<file path="src/rtl/pac_pkg.sv">
// shared types, codes and constants of the polygon area and centroid block
package pac_pkg;

    localparam int COORD_BITS_DEF = 20;
    localparam int ACC_W          = 64;
    localparam int TYPE_W         = 5;
    localparam int CNT_W          = 6;

    localparam logic [TYPE_W-1:0] TYPE_POLYGON    = 5'd5;
    localparam logic [TYPE_W-1:0] TYPE_POLYGON_Z  = 5'd15;
    localparam logic [TYPE_W-1:0] TYPE_POLYGON_M  = 5'd25;
    localparam logic [TYPE_W-1:0] TYPE_MULTIPATCH = 5'd31;
    localparam logic [TYPE_W-1:0] TYPE_RESET      = TYPE_POLYGON;

    typedef enum logic [1:0] {
        ST_OK       = 2'd0,
        ST_NOT_AREA = 2'd1,
        ST_ZERO     = 2'd2,
        ST_OVF      = 2'd3
    } status_t;

    typedef enum logic [1:0] {
        POS_BASE   = 2'd0,
        POS_SECOND = 2'd1,
        POS_FAN    = 2'd2
    } ring_pos_t;

    typedef enum logic {
        MDU_MUL = 1'b0,
        MDU_DIV = 1'b1
    } mdu_op_t;

    // request and response of the shared multiply/divide unit
    typedef struct packed {
        logic    start;
        mdu_op_t op;
    } mdu_req_t;

    typedef struct packed {
        logic done;
        logic flag;
    } mdu_rsp_t;

    typedef enum logic [4:0] {
        S_IDLE,
        S_FAN_M1,
        S_FAN_M2,
        S_FAN_AREA,
        S_FAN_M3,
        S_FAN_MX,
        S_FAN_M4,
        S_FAN_MY,
        S_CLOSE,
        S_C_ADDY,
        S_C_M1,
        S_C_ADD1,
        S_C_M2,
        S_C_ADD2,
        S_C_DEN,
        S_END,
        S_DIV_X,
        S_DIV_Y,
        S_OUT
    } seq_state_t;

    // signed overflow of a two's complement add
    function automatic logic add_ovf(input logic [ACC_W-1:0] a, input logic [ACC_W-1:0] b,
                                     input logic [ACC_W-1:0] s);
        add_ovf = (a[ACC_W-1] == b[ACC_W-1]) && (s[ACC_W-1] != a[ACC_W-1]);
    endfunction

endpackage

</file>
<file path="src/rtl/pac_mdu.sv">
// shared iterative multiply/divide unit, one bit per cycle on one 65-bit adder
module pac_mdu (
    input  logic                        clk,
    input  logic                        rst_n,
    input  pac_pkg::mdu_req_t           req,
    input  logic [pac_pkg::ACC_W-1:0]   a,
    input  logic [pac_pkg::ACC_W-1:0]   b,
    output pac_pkg::mdu_rsp_t           rsp,
    output logic [pac_pkg::ACC_W-1:0]   res
);

    localparam int W = pac_pkg::ACC_W;

    logic                       busy_reg, busy_next;
    logic                       done_reg, done_next;
    logic [pac_pkg::CNT_W-1:0]  cnt_reg, cnt_next;
    pac_pkg::mdu_op_t           op_reg, op_next;
    logic                       neg_reg, neg_next;
    logic [W-1:0]               m_reg, m_next;
    logic [W-1:0]               hi_reg, hi_next;
    logic [W-1:0]               lo_reg, lo_next;

    logic [W-1:0]               mag_a, mag_b, shifted_rem, lim, neg_lo;
    logic [W:0]                 add_l, add_r, sum;
    logic                       is_div, mul_ovf;

    // magnitudes of the operands
    assign mag_a = a[W-1] ? (W'(0) - a) : a;
    assign mag_b = b[W-1] ? (W'(0) - b) : b;

    // one shared adder: add multiplicand or subtract divisor
    assign is_div      = (op_reg == pac_pkg::MDU_DIV);
    assign shifted_rem = {hi_reg[W-2:0], lo_reg[W-1]};
    assign add_l       = is_div ? {1'b0, shifted_rem} : {1'b0, hi_reg};
    assign add_r       = is_div ? ~{1'b0, m_reg} : (lo_reg[0] ? {1'b0, m_reg} : '0);
    assign sum         = add_l + add_r + {{W{1'b0}}, is_div};

    // result of a finished operation
    assign lim     = neg_reg ? {1'b1, {(W-1){1'b0}}} : {1'b0, {(W-1){1'b1}}};
    assign mul_ovf = (|hi_reg) || (lo_reg > lim);
    assign neg_lo  = W'(0) - lo_reg;
    assign res     = is_div ? lo_reg : (neg_reg ? neg_lo : lo_reg);
    assign rsp.done = done_reg;
    assign rsp.flag = is_div ? neg_reg : mul_ovf;

    // iteration control
    always_comb
    begin
        busy_next = busy_reg;
        done_next = 1'b0;
        cnt_next  = cnt_reg;
        op_next   = op_reg;
        neg_next  = neg_reg;
        m_next    = m_reg;
        hi_next   = hi_reg;
        lo_next   = lo_reg;
        if (req.start)
        begin
            busy_next = 1'b1;
            cnt_next  = '0;
            op_next   = req.op;
            neg_next  = a[W-1] ^ b[W-1];
            hi_next   = '0;
            if (req.op == pac_pkg::MDU_DIV)
            begin
                m_next  = mag_b;
                lo_next = mag_a;
            end
            else
            begin
                m_next  = mag_a;
                lo_next = mag_b;
            end
        end
        else if (busy_reg)
        begin
            if (is_div)
            begin
                if (!sum[W])
                begin
                    hi_next = sum[W-1:0];
                    lo_next = {lo_reg[W-2:0], 1'b1};
                end
                else
                begin
                    hi_next = shifted_rem;
                    lo_next = {lo_reg[W-2:0], 1'b0};
                end
            end
            else
            begin
                hi_next = sum[W:1];
                lo_next = {sum[0], lo_reg[W-1:1]};
            end
            cnt_next = cnt_reg + 1'b1;
            if (&cnt_reg)
            begin
                busy_next = 1'b0;
                done_next = 1'b1;
            end
        end
    end

    always_ff @(posedge clk or negedge rst_n)
    begin
        if (!rst_n)
        begin
            busy_reg <= 1'b0;
            done_reg <= 1'b0;
            cnt_reg  <= '0;
            op_reg   <= pac_pkg::MDU_MUL;
        end
        else
        begin
            busy_reg <= busy_next;
            done_reg <= done_next;
            cnt_reg  <= cnt_next;
            op_reg   <= op_next;
        end
    end

    always_ff @(posedge clk)
    begin
        neg_reg <= neg_next;
        m_reg   <= m_next;
        hi_reg  <= hi_next;
        lo_reg  <= lo_next;
    end

endmodule

</file>
<file path="src/rtl/polygon_area_centroid.sv">
// polygon area and centroid: sequencer, accumulators and result register
//
//  channel   signals                          direction  moves
//  in        in_valid/in_ready x y ring_last  into block one vertex request
//            shape_last
//  out       out_valid/out_ready cx cy status out        one centroid request
//  cfg       cfg_valid/cfg_ready shape_type   into block shape type write
//
// a fan vertex takes four passes of the shared multiply/divide unit plus
// accumulate steps; a closing vertex takes two passes unless its ring area
// is zero, and a shape end with no error two more for the divides; base and
// second vertices take no pass of the unit
// reset clears all ring and shape sums and sets shape_type to 5
// a result waiting on out_ready holds the sequencer in its last state only
// when a second result is ready; inputs are taken meanwhile up to that point
module polygon_area_centroid #(
    parameter int COORD_BITS = pac_pkg::COORD_BITS_DEF
) (
    input  logic                        clk,
    input  logic                        rst_n,
    input  logic                        in_valid,
    output logic                        in_ready,
    input  logic signed [COORD_BITS-1:0] x,
    input  logic signed [COORD_BITS-1:0] y,
    input  logic                        ring_last,
    input  logic                        shape_last,
    output logic                        out_valid,
    input  logic                        out_ready,
    output logic signed [COORD_BITS-1:0] cx,
    output logic signed [COORD_BITS-1:0] cy,
    output logic [1:0]                  status,
    input  logic                        cfg_valid,
    output logic                        cfg_ready,
    input  logic [pac_pkg::TYPE_W-1:0]  shape_type
);

    localparam int W     = pac_pkg::ACC_W;
    localparam int C     = COORD_BITS;
    localparam int OFF_W = COORD_BITS + 1;

    pac_pkg::seq_state_t state_reg, state_next;
    pac_pkg::ring_pos_t  pos_reg, pos_next;
    pac_pkg::status_t    err_reg, err_next;
    pac_pkg::status_t    st_reg, st_next;
    pac_pkg::status_t    out_st_reg, out_st_next;

    logic [pac_pkg::TYPE_W-1:0] type_reg, type_next;
    logic [C-1:0]     cur_x_reg, cur_x_next, cur_y_reg, cur_y_next;
    logic [C-1:0]     base_x_reg, base_x_next, base_y_reg, base_y_next;
    logic [OFF_W-1:0] prev_x_reg, prev_x_next, prev_y_reg, prev_y_next;
    logic             last_reg, last_next;
    logic [W-1:0]     area_reg, area_next, mx_reg, mx_next, my_reg, my_next;
    logic [W-1:0]     nx_reg, nx_next, ny_reg, ny_next, den_reg, den_next;
    logic [W-1:0]     t1_reg, t1_next, cross_reg, cross_next, d3_reg, d3_next;
    logic [C-1:0]     rx_reg, rx_next, ry_reg, ry_next;
    logic [C-1:0]     out_x_reg, out_x_next, out_y_reg, out_y_next;
    logic             out_valid_reg, out_valid_next;

    logic [C-1:0]     src_x, src_y;
    logic [W-1:0]     x64, y64, bx64, by64, ox, oy, ppx, ppy, bx3, by3;
    logic [W-1:0]     add_a, add_b, add_sum;
    logic             add_bad, is_area_type;
    logic [W+1:0]     den66, d3w;
    logic [W-1:0]     hi_lim, neg_mag;
    logic [C-1:0]     sat_val;

    pac_pkg::mdu_req_t mdu_req;
    pac_pkg::mdu_rsp_t mdu_rsp;
    logic [W-1:0]      mdu_a, mdu_b, mdu_res;

    pac_mdu u_mdu (
        .clk   (clk),
        .rst_n (rst_n),
        .req   (mdu_req),
        .a     (mdu_a),
        .b     (mdu_b),
        .rsp   (mdu_rsp),
        .res   (mdu_res)
    );

    // offsets from the fan base, from the ports while idle
    assign src_x = (state_reg == pac_pkg::S_IDLE) ? x : cur_x_reg;
    assign src_y = (state_reg == pac_pkg::S_IDLE) ? y : cur_y_reg;
    assign x64   = {{(W-C){src_x[C-1]}}, src_x};
    assign y64   = {{(W-C){src_y[C-1]}}, src_y};
    assign bx64  = {{(W-C){base_x_reg[C-1]}}, base_x_reg};
    assign by64  = {{(W-C){base_y_reg[C-1]}}, base_y_reg};
    assign ox    = x64 - bx64;
    assign oy    = y64 - by64;
    assign ppx   = {{(W-OFF_W){prev_x_reg[OFF_W-1]}}, prev_x_reg};
    assign ppy   = {{(W-OFF_W){prev_y_reg[OFF_W-1]}}, prev_y_reg};
    assign bx3   = (bx64 << 1) + bx64;
    assign by3   = (by64 << 1) + by64;

    // shared accumulate adder
    always_comb
    begin
        add_a = '0;
        add_b = '0;
        unique case (state_reg)
            pac_pkg::S_FAN_AREA: begin add_a = area_reg; add_b = cross_reg; end
            pac_pkg::S_FAN_MX:   begin add_a = mx_reg;   add_b = mdu_res;   end
            pac_pkg::S_FAN_MY:   begin add_a = my_reg;   add_b = mdu_res;   end
            pac_pkg::S_CLOSE:    begin add_a = nx_reg;   add_b = mx_reg;    end
            pac_pkg::S_C_ADDY:   begin add_a = ny_reg;   add_b = my_reg;    end
            pac_pkg::S_C_ADD1:   begin add_a = nx_reg;   add_b = mdu_res;   end
            pac_pkg::S_C_ADD2:   begin add_a = ny_reg;   add_b = mdu_res;   end
            pac_pkg::S_C_DEN:    begin add_a = den_reg;  add_b = area_reg;  end
            default:             begin add_a = '0;       add_b = '0;        end
        endcase
    end
    assign add_sum = add_a + add_b;
    assign add_bad = pac_pkg::add_ovf(add_a, add_b, add_sum);

    // three times the summed area, with range check
    assign den66 = {{2{den_reg[W-1]}}, den_reg};
    assign d3w   = (den66 << 1) + den66;

    // quotient magnitude and sign to a saturated coordinate
    assign hi_lim  = (W'(1) << (C-1)) - W'(1);
    assign neg_mag = W'(0) - mdu_res;
    always_comb
    begin
        if (!mdu_rsp.flag)
            sat_val = (mdu_res > hi_lim) ? hi_lim[C-1:0] : mdu_res[C-1:0];
        else
            sat_val = (mdu_res > hi_lim + W'(1)) ? ~hi_lim[C-1:0] : neg_mag[C-1:0];
    end

    assign is_area_type = (type_reg == pac_pkg::TYPE_POLYGON)   ||
                          (type_reg == pac_pkg::TYPE_POLYGON_Z) ||
                          (type_reg == pac_pkg::TYPE_POLYGON_M) ||
                          (type_reg == pac_pkg::TYPE_MULTIPATCH);

    assign in_ready  = (state_reg == pac_pkg::S_IDLE);
    assign cfg_ready = 1'b1;
    assign out_valid = out_valid_reg;
    assign cx        = out_x_reg;
    assign cy        = out_y_reg;
    assign status    = out_st_reg;

    // sequencer: next state, accumulators and unit requests
    always_comb
    begin
        state_next     = state_reg;
        pos_next       = pos_reg;
        err_next       = err_reg;
        st_next        = st_reg;
        out_st_next    = out_st_reg;
        type_next      = type_reg;
        cur_x_next     = cur_x_reg;
        cur_y_next     = cur_y_reg;
        base_x_next    = base_x_reg;
        base_y_next    = base_y_reg;
        prev_x_next    = prev_x_reg;
        prev_y_next    = prev_y_reg;
        last_next      = last_reg;
        area_next      = area_reg;
        mx_next        = mx_reg;
        my_next        = my_reg;
        nx_next        = nx_reg;
        ny_next        = ny_reg;
        den_next       = den_reg;
        t1_next        = t1_reg;
        cross_next     = cross_reg;
        d3_next        = d3_reg;
        rx_next        = rx_reg;
        ry_next        = ry_reg;
        out_x_next     = out_x_reg;
        out_y_next     = out_y_reg;
        out_valid_next = out_valid_reg;
        mdu_req.start  = 1'b0;
        mdu_req.op     = pac_pkg::MDU_MUL;
        mdu_a          = '0;
        mdu_b          = '0;

        if (cfg_valid)
            type_next = shape_type;

        if (out_valid_reg && out_ready)
            out_valid_next = 1'b0;

        unique case (state_reg)
            pac_pkg::S_IDLE:
            begin
                if (in_valid)
                begin
                    cur_x_next = x;
                    cur_y_next = y;
                    last_next  = shape_last;
                    if (ring_last || shape_last)
                        state_next = pac_pkg::S_CLOSE;
                    else if (pos_reg == pac_pkg::POS_BASE)
                    begin
                        base_x_next = x;
                        base_y_next = y;
                        pos_next    = pac_pkg::POS_SECOND;
                        state_next  = pac_pkg::S_END;
                    end
                    else if (pos_reg == pac_pkg::POS_SECOND)
                    begin
                        prev_x_next = ox[OFF_W-1:0];
                        prev_y_next = oy[OFF_W-1:0];
                        pos_next    = pac_pkg::POS_FAN;
                        state_next  = pac_pkg::S_END;
                    end
                    else
                    begin
                        mdu_req.start = 1'b1;
                        mdu_a         = ox;
                        mdu_b         = ppy;
                        state_next    = pac_pkg::S_FAN_M1;
                    end
                end
            end
            pac_pkg::S_FAN_M1:
            begin
                if (mdu_rsp.done)
                begin
                    t1_next       = mdu_res;
                    mdu_req.start = 1'b1;
                    mdu_a         = oy;
                    mdu_b         = ppx;
                    state_next    = pac_pkg::S_FAN_M2;
                end
            end
            pac_pkg::S_FAN_M2:
            begin
                if (mdu_rsp.done)
                begin
                    cross_next = t1_reg - mdu_res;
                    state_next = pac_pkg::S_FAN_AREA;
                end
            end
            pac_pkg::S_FAN_AREA:
            begin
                if (add_bad)
                    err_next = pac_pkg::ST_OVF;
                else
                    area_next = add_sum;
                mdu_req.start = 1'b1;
                mdu_a         = ppx + ox;
                mdu_b         = cross_reg;
                state_next    = pac_pkg::S_FAN_M3;
            end
            pac_pkg::S_FAN_M3:
            begin
                if (mdu_rsp.done)
                    state_next = pac_pkg::S_FAN_MX;
            end
            pac_pkg::S_FAN_MX:
            begin
                if (mdu_rsp.flag || add_bad)
                    err_next = pac_pkg::ST_OVF;
                else
                    mx_next = add_sum;
                mdu_req.start = 1'b1;
                mdu_a         = ppy + oy;
                mdu_b         = cross_reg;
                state_next    = pac_pkg::S_FAN_M4;
            end
            pac_pkg::S_FAN_M4:
            begin
                if (mdu_rsp.done)
                    state_next = pac_pkg::S_FAN_MY;
            end
            pac_pkg::S_FAN_MY:
            begin
                if (mdu_rsp.flag || add_bad)
                    err_next = pac_pkg::ST_OVF;
                else
                    my_next = add_sum;
                prev_x_next = ox[OFF_W-1:0];
                prev_y_next = oy[OFF_W-1:0];
                state_next  = pac_pkg::S_END;
            end
            pac_pkg::S_CLOSE:
            begin
                if (area_reg == '0)
                begin
                    if (err_reg == pac_pkg::ST_OK)
                        err_next = pac_pkg::ST_ZERO;
                    state_next = pac_pkg::S_C_DEN;
                end
                else
                begin
                    if (add_bad)
                        err_next = pac_pkg::ST_OVF;
                    else
                        nx_next = add_sum;
                    state_next = pac_pkg::S_C_ADDY;
                end
            end
            pac_pkg::S_C_ADDY:
            begin
                if (add_bad)
                    err_next = pac_pkg::ST_OVF;
                else
                    ny_next = add_sum;
                mdu_req.start = 1'b1;
                mdu_a         = bx3;
                mdu_b         = area_reg;
                state_next    = pac_pkg::S_C_M1;
            end
            pac_pkg::S_C_M1:
            begin
                if (mdu_rsp.done)
                    state_next = pac_pkg::S_C_ADD1;
            end
            pac_pkg::S_C_ADD1:
            begin
                if (mdu_rsp.flag || add_bad)
                    err_next = pac_pkg::ST_OVF;
                else
                    nx_next = add_sum;
                mdu_req.start = 1'b1;
                mdu_a         = by3;
                mdu_b         = area_reg;
                state_next    = pac_pkg::S_C_M2;
            end
            pac_pkg::S_C_M2:
            begin
                if (mdu_rsp.done)
                    state_next = pac_pkg::S_C_ADD2;
            end
            pac_pkg::S_C_ADD2:
            begin
                if (mdu_rsp.flag || add_bad)
                    err_next = pac_pkg::ST_OVF;
                else
                    ny_next = add_sum;
                state_next = pac_pkg::S_C_DEN;
            end
            pac_pkg::S_C_DEN:
            begin
                // zero-area ring skips the sum; adder sees area 0 there anyway
                if (area_reg != '0)
                begin
                    if (add_bad)
                        err_next = pac_pkg::ST_OVF;
                    else
                        den_next = add_sum;
                end
                pos_next    = pac_pkg::POS_BASE;
                area_next   = '0;
                mx_next     = '0;
                my_next     = '0;
                prev_x_next = '0;
                prev_y_next = '0;
                state_next  = pac_pkg::S_END;
            end
            pac_pkg::S_END:
            begin
                rx_next = '0;
                ry_next = '0;
                if (!last_reg)
                    state_next = pac_pkg::S_IDLE;
                else if (!is_area_type)
                begin
                    st_next    = pac_pkg::ST_NOT_AREA;
                    state_next = pac_pkg::S_OUT;
                end
                else if (err_reg != pac_pkg::ST_OK)
                begin
                    st_next    = err_reg;
                    state_next = pac_pkg::S_OUT;
                end
                else if ((d3w[W+1] != d3w[W-1]) || (d3w[W] != d3w[W-1]))
                begin
                    st_next    = pac_pkg::ST_OVF;
                    state_next = pac_pkg::S_OUT;
                end
                else if (d3w == '0)
                begin
                    st_next    = pac_pkg::ST_ZERO;
                    state_next = pac_pkg::S_OUT;
                end
                else
                begin
                    st_next       = pac_pkg::ST_OK;
                    d3_next       = d3w[W-1:0];
                    mdu_req.start = 1'b1;
                    mdu_req.op    = pac_pkg::MDU_DIV;
                    mdu_a         = nx_reg;
                    mdu_b         = d3w[W-1:0];
                    state_next    = pac_pkg::S_DIV_X;
                end
            end
            pac_pkg::S_DIV_X:
            begin
                if (mdu_rsp.done)
                begin
                    rx_next       = sat_val;
                    mdu_req.start = 1'b1;
                    mdu_req.op    = pac_pkg::MDU_DIV;
                    mdu_a         = ny_reg;
                    mdu_b         = d3_reg;
                    state_next    = pac_pkg::S_DIV_Y;
                end
            end
            pac_pkg::S_DIV_Y:
            begin
                if (mdu_rsp.done)
                begin
                    ry_next    = sat_val;
                    state_next = pac_pkg::S_OUT;
                end
            end
            pac_pkg::S_OUT:
            begin
                if (!out_valid_reg || out_ready)
                begin
                    out_x_next     = rx_reg;
                    out_y_next     = ry_reg;
                    out_st_next    = st_reg;
                    out_valid_next = 1'b1;
                    nx_next        = '0;
                    ny_next        = '0;
                    den_next       = '0;
                    err_next       = pac_pkg::ST_OK;
                    base_x_next    = '0;
                    base_y_next    = '0;
                    state_next     = pac_pkg::S_IDLE;
                end
            end
            default:
            begin
                state_next = pac_pkg::S_IDLE;
            end
        endcase
    end

    // state and accumulator registers
    always_ff @(posedge clk or negedge rst_n)
    begin
        if (!rst_n)
        begin
            state_reg     <= pac_pkg::S_IDLE;
            pos_reg       <= pac_pkg::POS_BASE;
            err_reg       <= pac_pkg::ST_OK;
            type_reg      <= pac_pkg::TYPE_RESET;
            out_valid_reg <= 1'b0;
            base_x_reg    <= '0;
            base_y_reg    <= '0;
            prev_x_reg    <= '0;
            prev_y_reg    <= '0;
            area_reg      <= '0;
            mx_reg        <= '0;
            my_reg        <= '0;
            nx_reg        <= '0;
            ny_reg        <= '0;
            den_reg       <= '0;
        end
        else
        begin
            state_reg     <= state_next;
            pos_reg       <= pos_next;
            err_reg       <= err_next;
            type_reg      <= type_next;
            out_valid_reg <= out_valid_next;
            base_x_reg    <= base_x_next;
            base_y_reg    <= base_y_next;
            prev_x_reg    <= prev_x_next;
            prev_y_reg    <= prev_y_next;
            area_reg      <= area_next;
            mx_reg        <= mx_next;
            my_reg        <= my_next;
            nx_reg        <= nx_next;
            ny_reg        <= ny_next;
            den_reg       <= den_next;
        end
    end

    // payload registers
    always_ff @(posedge clk)
    begin
        cur_x_reg  <= cur_x_next;
        cur_y_reg  <= cur_y_next;
        last_reg   <= last_next;
        t1_reg     <= t1_next;
        cross_reg  <= cross_next;
        d3_reg     <= d3_next;
        rx_reg     <= rx_next;
        ry_reg     <= ry_next;
        st_reg     <= st_next;
        out_x_reg  <= out_x_next;
        out_y_reg  <= out_y_next;
        out_st_reg <= out_st_next;
    end

endmodule

</file>
<file path="config.mk">
export PLATFORM = sky130hd
export DESIGN_NAME = polygon_area_centroid
export DESIGN_NICKNAME = d
export VERILOG_FILES = /design/src/rtl/pac_pkg.sv /design/src/rtl/pac_mdu.sv /design/src/rtl/polygon_area_centroid.sv
export SDC_FILE = /design/constraint.sdc
export NUM_CORES = 2
export LEC_CHECK = 0
export BUFFER_PORTS_ARGS = -buffer_cell sky130_fd_sc_hd__buf_2
export CAP_MARGIN = 0
export CORE_ASPECT_RATIO = 0.75
export CORE_MARGIN = 3
export CORE_UTILIZATION = 40
export CTS_BUF_LIST = sky130_fd_sc_hd__clkbuf_8
export CTS_CLUSTER_SIZE = 14
export DETAILED_ROUTE_END_ITERATION = 8
export PLACE_DENSITY = 0.56
export SYNTH_ARGS = -nofsm -noshare
export SYNTH_HDL_FRONTEND = slang
export SYNTH_HIERARCHICAL = 1
export SYNTH_SLANG_ARGS = --single-unit
</file>
<file path="constraint.sdc">
create_clock -name clk -period 22.2 [get_ports clk]
set_input_delay 3.33 -clock clk [delete_from_list [all_inputs] [get_ports clk]]
set_output_delay 3.33 -clock clk [all_outputs]
set_load 0.02 [all_outputs]
</file>
Word-level counts from Yosys, hierarchy flattened. Cells that the tools add are included.

Bits in registers: 1000. Input bits: 52. Output and inout bits: 45. Logic and storage cells: 313.

Add/subtract/negate cells: 16. Magnitude comparators: 3. Equality and inequality tests: 54. Multiplexer cells: 140. Bitwise gates (word level): 5. Reductions and logical operators: 60.

Operators by type and width (count): $mux W64 (41); $pmux W64 S6 (2); $pmux W64 S2 (4); $pmux W64 S8 (1); $pmux W64 S3 (2); $pmux W64 S5 (1); $mux W20 (13); $sub A1 B64 Y64 const A (3); $mux W21 (8); $pmux W20 S2 (4); $pmux W21 S3 (2); $pmux W5 S18 (1); $add A65 B64 Y66 (1); $logic_not A66 Y1 (1); $add A65 B1 Y65 (1); $add A65 B65 Y65 (1); $mux W65 (1); $not A64 Y65 (1); $add A64 B64 Y64 (1); $gt A64 B19 Y1 const B (1); $gt A64 B20 Y1 const B (1); $gt A64 B64 Y1 (1); $logic_not A64 Y1 (1); $reduce_bool A64 Y1 (1); other kinds (46) (184).

Longest topological paths before layout.
Depth in word-level cells: 12. Depth in mapped cells: 43. Depth with buffers taken out: 40.

By module. Netlist, hierarchy kept.

By module, submodules not included: polygon_area_centroid (instances 1, cells each 5771, area an instance 53523.8 sq um, seq. area each 21558.2 sq um); pac_mdu (instances 1, cells each 2577, area an instance 20972.6 sq um, seq. area each 5380.2 sq um).

Least setup slack after synthesis. Ideal clock, no wire load.

Kind: input to register. From: input port y[0]. To: register u_mdu.lo_reg[61], data pin. Setup time: 267 ps. Arrival time: 10376 ps. Data required time: 21933 ps. Path slack: 11558 ps. Cell stages on the path: 36. Buffers on the path: 1. Cell sequence: mux2i_1 -> ha_1 -> inv_1 -> fa_1 -> nand2_1 -> nand2_1 -> a21oi_1 -> o21bai_1 -> a21oi_1 -> a21oi_1 -> a41oi_1 -> a21oi_1 -> a21oi_1 -> xnor2_1 -> ha_1 -> a21o_1 -> a21o_1 -> a41oi_1 -> nor2b_1 -> o21a_1 -> o21a_1 -> o21a_1 -> or3_1 -> nand3_1 -> nand4_1 -> or4_1 -> or3_1 -> or3b_1 -> clkbuf_1 -> nor2_2 -> o21ai_1 -> or4_1 -> o41ai_1 -> xnor2_1 -> o22ai_1 -> a21oi_1.

Cells in the longest elaborated chain, start to end: 8. Elaborated cells on any way between the ends: 9. Classes of those cells: 3 x add/sub; 6 x mux.

RTL lines: start, declared (RTL line polygon_area_centroid.sv:24) `input logic signed [COORD_BITS-1:0] y,`; $mux W20 * (RTL line polygon_area_centroid.sv:83) `assign src_y = (state_reg == pac_pkg::S_IDLE) ? y : cur_y_reg;`; $sub A20 B20 Y21 * (RTL line polygon_area_centroid.sv:89) `assign oy = y64 - by64;`; $add A21 B21 Y22 / $mux W64 (equally long branches) (RTL line polygon_area_centroid.sv:258, polygon_area_centroid.sv:218); $pmux W64 S8 * (RTL line polygon_area_centroid.sv:183) `unique case (state_reg)`; net mdu_a[20] (RTL line polygon_area_centroid.sv:69) `logic [W-1:0] mdu_a, mdu_b, mdu_res;`; $sub A1 B64 Y64 * (RTL line pac_mdu.sv:28) `assign mag_a = a[W-1] ? (W'(0) - a) : a;`; $mux W64 * (RTL line pac_mdu.sv:28); $mux W64 * (RTL line pac_mdu.sv:64) `if (req.op == pac_pkg::MDU_DIV)`; $mux W64 * (RTL line pac_mdu.sv:57) `if (req.start)`; net u_mdu.lo_next[61] (RTL line pac_mdu.sv:21) `logic [W-1:0] lo_reg, lo_next;`; end signal, assigned (RTL line pac_mdu.sv:127) `lo_reg <= lo_next;`; end, declared (RTL line pac_mdu.sv:21).

The timed path passes the listed nets; every way through them passes the cells marked *. A chain may end at the register's enable or synchronous reset.

Worst setup path after layout.
From: input port x[0]. To: register u_mdu.lo_reg[61], data pin.

Cells in the longest elaborated chain, start to end: 11. Elaborated cells on any way between the ends: 12. Classes of those cells: 3 x add/sub; 9 x mux.

RTL lines: start, declared (RTL line polygon_area_centroid.sv:23) `input logic signed [COORD_BITS-1:0] x,`; $mux W20 * (RTL line polygon_area_centroid.sv:82) `assign src_x = (state_reg == pac_pkg::S_IDLE) ? x : cur_x_reg;`; $sub A20 B20 Y21 * (RTL line polygon_area_centroid.sv:88) `assign ox = x64 - bx64;`; branches (longest 4 deep; another with $add A21 B21 Y22); $pmux W64 S8 * (RTL line polygon_area_centroid.sv:183); net mdu_a[20] (RTL line polygon_area_centroid.sv:69); $sub A1 B64 Y64 * (RTL line pac_mdu.sv:28); $mux W64 * (RTL line pac_mdu.sv:28); $mux W64 * (RTL line pac_mdu.sv:64); $mux W64 * (RTL line pac_mdu.sv:57); net u_mdu.lo_next[61] (RTL line pac_mdu.sv:21).

Mark *: on every way through the listed nets, which the timed path passes.

==> PnR_summary.wiki <==
{| class="wikitable"
! Metric !! Value
|-
| Overall track demand over capacity in global routing || 32.6%
|-
| Cell with the biggest individual delay on the critical path || sky130_fd_sc_hd__a211oi_1
|-
| Post-synth ARST share || 49.0%
|-
| Final Skew || 0.0639 ns
|-
| Synth area leader || sky130_fd_sc_hd__edfxtp_1
|-
| Most prevalent standard cell on the critical path || sky130_fd_sc_hd__a21oi_1
|-
| GRT overflow || 0
|-
| Data required time at the worst endpoint || 22.81 ns
|-
| Period minus WS final || 12.04 ns
|-
| Worst Setup End Kind || register
|-
| Clock latency of the later-clocked register in the worst-skew pair || 0.95 ns
|-
| Status || finished with violations
|-
| Maximum clock frequency || 0.0830 GHz
|-
| Share of the clock period used by the worst path after layout || 54.3%
|-
| I/O pin count || 97
|-
| Number of max-slew violations in the final report || 0
|-
| Critical path's largest stage delay || 0.71 ns
|-
| Total wire length || 325 mm
|-
| First-pass iteration count of the detailed router || 9
|-
| Sum of negative setup slack || 0 ns
|-
| Post-detailed-route via-to-cell ratio || 6.45
|-
| Hold-fix buffers, CTS || 0
|-
| Area contributors post-synth || sky130_fd_sc_hd__edfxtp_1 (18%), sky130_fd_sc_hd__dfrtp_1 (16%), sky130_fd_sc_hd__ha_1 (7.4%)
|-
| Count of filler cells inserted in the layout || 18.1k
|-
| Hold/Removal Path Class || reg2reg
|-
| CTS tree || built
|-
| Sequential element share of the synthesized area || 36.2%
|-
| Input/output buffers || 95
|-
| Final weighted congestion in routability-driven placement || 0.984
|-
| Crit path DAT || 12.66 ns
|-
| Number of global-route vias before repair || 64.4k
|-
| Synth warnings || 6
|-
| Transition time at the pin with the least slew margin || 1.45 ns
|-
| H-tree lvl count || 4
|-
| Initial core utilization || 40.5%
|-
| CP delay by family, top || compound AO/OA/AOI/OAI gates
|-
| Setup Crit Path Kind || in2reg
|-
| Synth Net Count || 8853
|-
| Count of nets left with antenna violations after detail routing || 0
|-
| Top FF cell, synth || sky130_fd_sc_hd__dfrtp_1
|-
| Final Hold Violating Endpoints || 0
|-
| Fraction of post-synthesis cell area in the top cell type by area || 18.0%
|-
| Largest net degree at the start of global routing || 150
|-
| CTS clk-pin slew, worst paths || 0.06 ns
|-
| Root buffer selected by CTS || sky130_fd_sc_hd__clkbuf_8
|-
| Number of standard-cell rows in the floorplan || 136
|-
| Count of maximum capacitance violations || 0
|-
| RSZ-0062 raised after global routing || no
|-
| Fin nets || 8786
|-
| Violated checks || DRC
|-
| Number of buffers added for setup after CTS || 0
|-
| Routed wire per std cell || 29.8 µm
|-
| Number of enable flip-flop cells after synthesis || 446
|-
| Area of the die || 192000 µm²
|-
| Wire length of the first global-routing pass || 466 mm
|-
| Core area || 184000 µm²
|-
| Yosys reg bits || 1000
|-
| Maximum fanout count along the critical path || 6
|-
| Netlist area before placement || 74500 µm²
|-
| Worst max-slew margin expressed relative to the limit || 2.84%
|-
| Proportion of layout cells with a drive suffix above 1 || 11.6%
|-
| Synth cell count leaders || sky130_fd_sc_hd__nand2_1 (1165), sky130_fd_sc_hd__o21ai_0 (609), sky130_fd_sc_hd__a21oi_1 (547)
|-
| Max Root-Sink Buffers || 3
|-
| Total number of vias || 70.4k
|-
| Total DRC errors in the routed layout || 5
|-
| Leading cell type by number of instances after synthesis || sky130_fd_sc_hd__nand2_1
|-
| Number of buffers added by the clock tree synthesis step || 172
|-
| Gate count of the mapped netlist || 8348
|-
| Worst setup SP type || input pin
|-
| Number of buffer and inverter stages on the critical path || 2
|-
| Die height || 380 µm
|-
| DIE WIDTH || 504 µm
|-
| Finish-stage setup viols || 0
|-
| Post-cts resize count || 0
|-
| CTS sink cnt || 1000
|-
| Initial drt markers || 10.9k
|-
| DP Wirelength || 241 mm
|-
| Distinct cell type count after synthesis || 110
|-
| Number of antenna violations at the first check in global routing || 16
|-
| Post-synthesis area per instance || 8.92 µm²
|-
| Area growth, synth to finish || 9.09%
|}
-- cell families (layout without fill, tap and decap cells) --
kind of cell	after synthesis	in the layout	synth area share [%]
DFF	1000	1000	36.2
adders and majority gates	453	453	7.72
buffers and inverters	753	828	3.92
AOI/OAI and AO/OA	2464	2464	22.1
muxes	538	538	7.88
and+or+nand+nor	2632	2632	16.2
xor gates and xnor gates	507	507	5.97
other	1	7	0.00503
-- final cells by class --
| class | instances | area [µm²] | share of cell area, % |
|---|---|---|---|
| Antenna cell | 6 | 15.0 | 0.0185 |
| Clock buffer | 212 | 2920 | 3.59 |
| Clock inverter | 104 | 688 | 0.847 |
| Inverter | 270 | 1010 | 1.25 |
| Multi-Input combinational cell | 6595 | 44900 | 55.2 |
| Sequential cell | 1000 | 26900 | 33.2 |
| Tap cell | 2484 | 3110 | 3.82 |
| Timing Repair Buffer | 242 | 1690 | 2.08 |
-- worst paths after layout --
path                             from               end  slack [ns]  cells after the start
setup / recovery                 x[0]  u_mdu/lo_reg[61]       10.16                     31
hold / removal              ry_reg[1]             cy[1]        0.39                      0
setup reg to reg           den_reg[1]  u_mdu/lo_reg[56]       10.28                     26
hold reg to reg             ry_reg[1]             cy[1]        0.39                      0
max in group asynchronous       rst_n        nx_reg[38]       16.44                      4
min in group asynchronous       rst_n  u_mdu/cnt_reg[3]        2.42                      1
-- routing by layer --
metal / global-route usage, % / routed length (µm) / vias up
li1: - / - / 31000
met1: 49.9 / 148000 / 34600
met2: 42.3 / 122000 / 4249
met3: 12.5 / 47700 / 455
met4: 7.27 / 7230 / 10
met5: 0 / 62 / -
-- per-stage QoR --
stage | instance area (µm²) | hold WS, ns | cells | util (%) | setup WS (ns)
final | 81300 | 0.389 | 10900 | 44.1 | 10.16
after global routing | 81300 | 0.406 | 10900 | 44.1 | 9.82
after CTS | 81300 | 0.400 | 10900 | 44.1 | 10.61
after detailed placement | 77600 | 0.405 | 10600 | 42.2 | 9.63
after global placement | 77600 | 0.402 | 10600 | 42.2 | 9.66
after floorplan | 74500 | 0.400 | 8348 | - | 11.56
-- cell usage in the layout, fill, tap and decap left out, drive strengths merged, types with 68 or more instances in the layout --
master,instances
nand2,1166
o21ai,619
a21oi,547
nor2,513
dfrtp,488
edfxtp,446
ha,442
mux2,360
inv,327
xnor2,266
buf,242
xor2,241
nand3,215
clkbuf,212
a22oi,206
a21o,189
mux2i,178
a222oi,135
nor3,124
nand4,106
o31ai,85
a221o,84
nor2b,79
nor4,79
nand2b,72
or3,70
a211oi,68
Power is left out: the tool's default activity adds up to more than one toggle a clock period on the data nets, which glitch-free logic cannot reach.
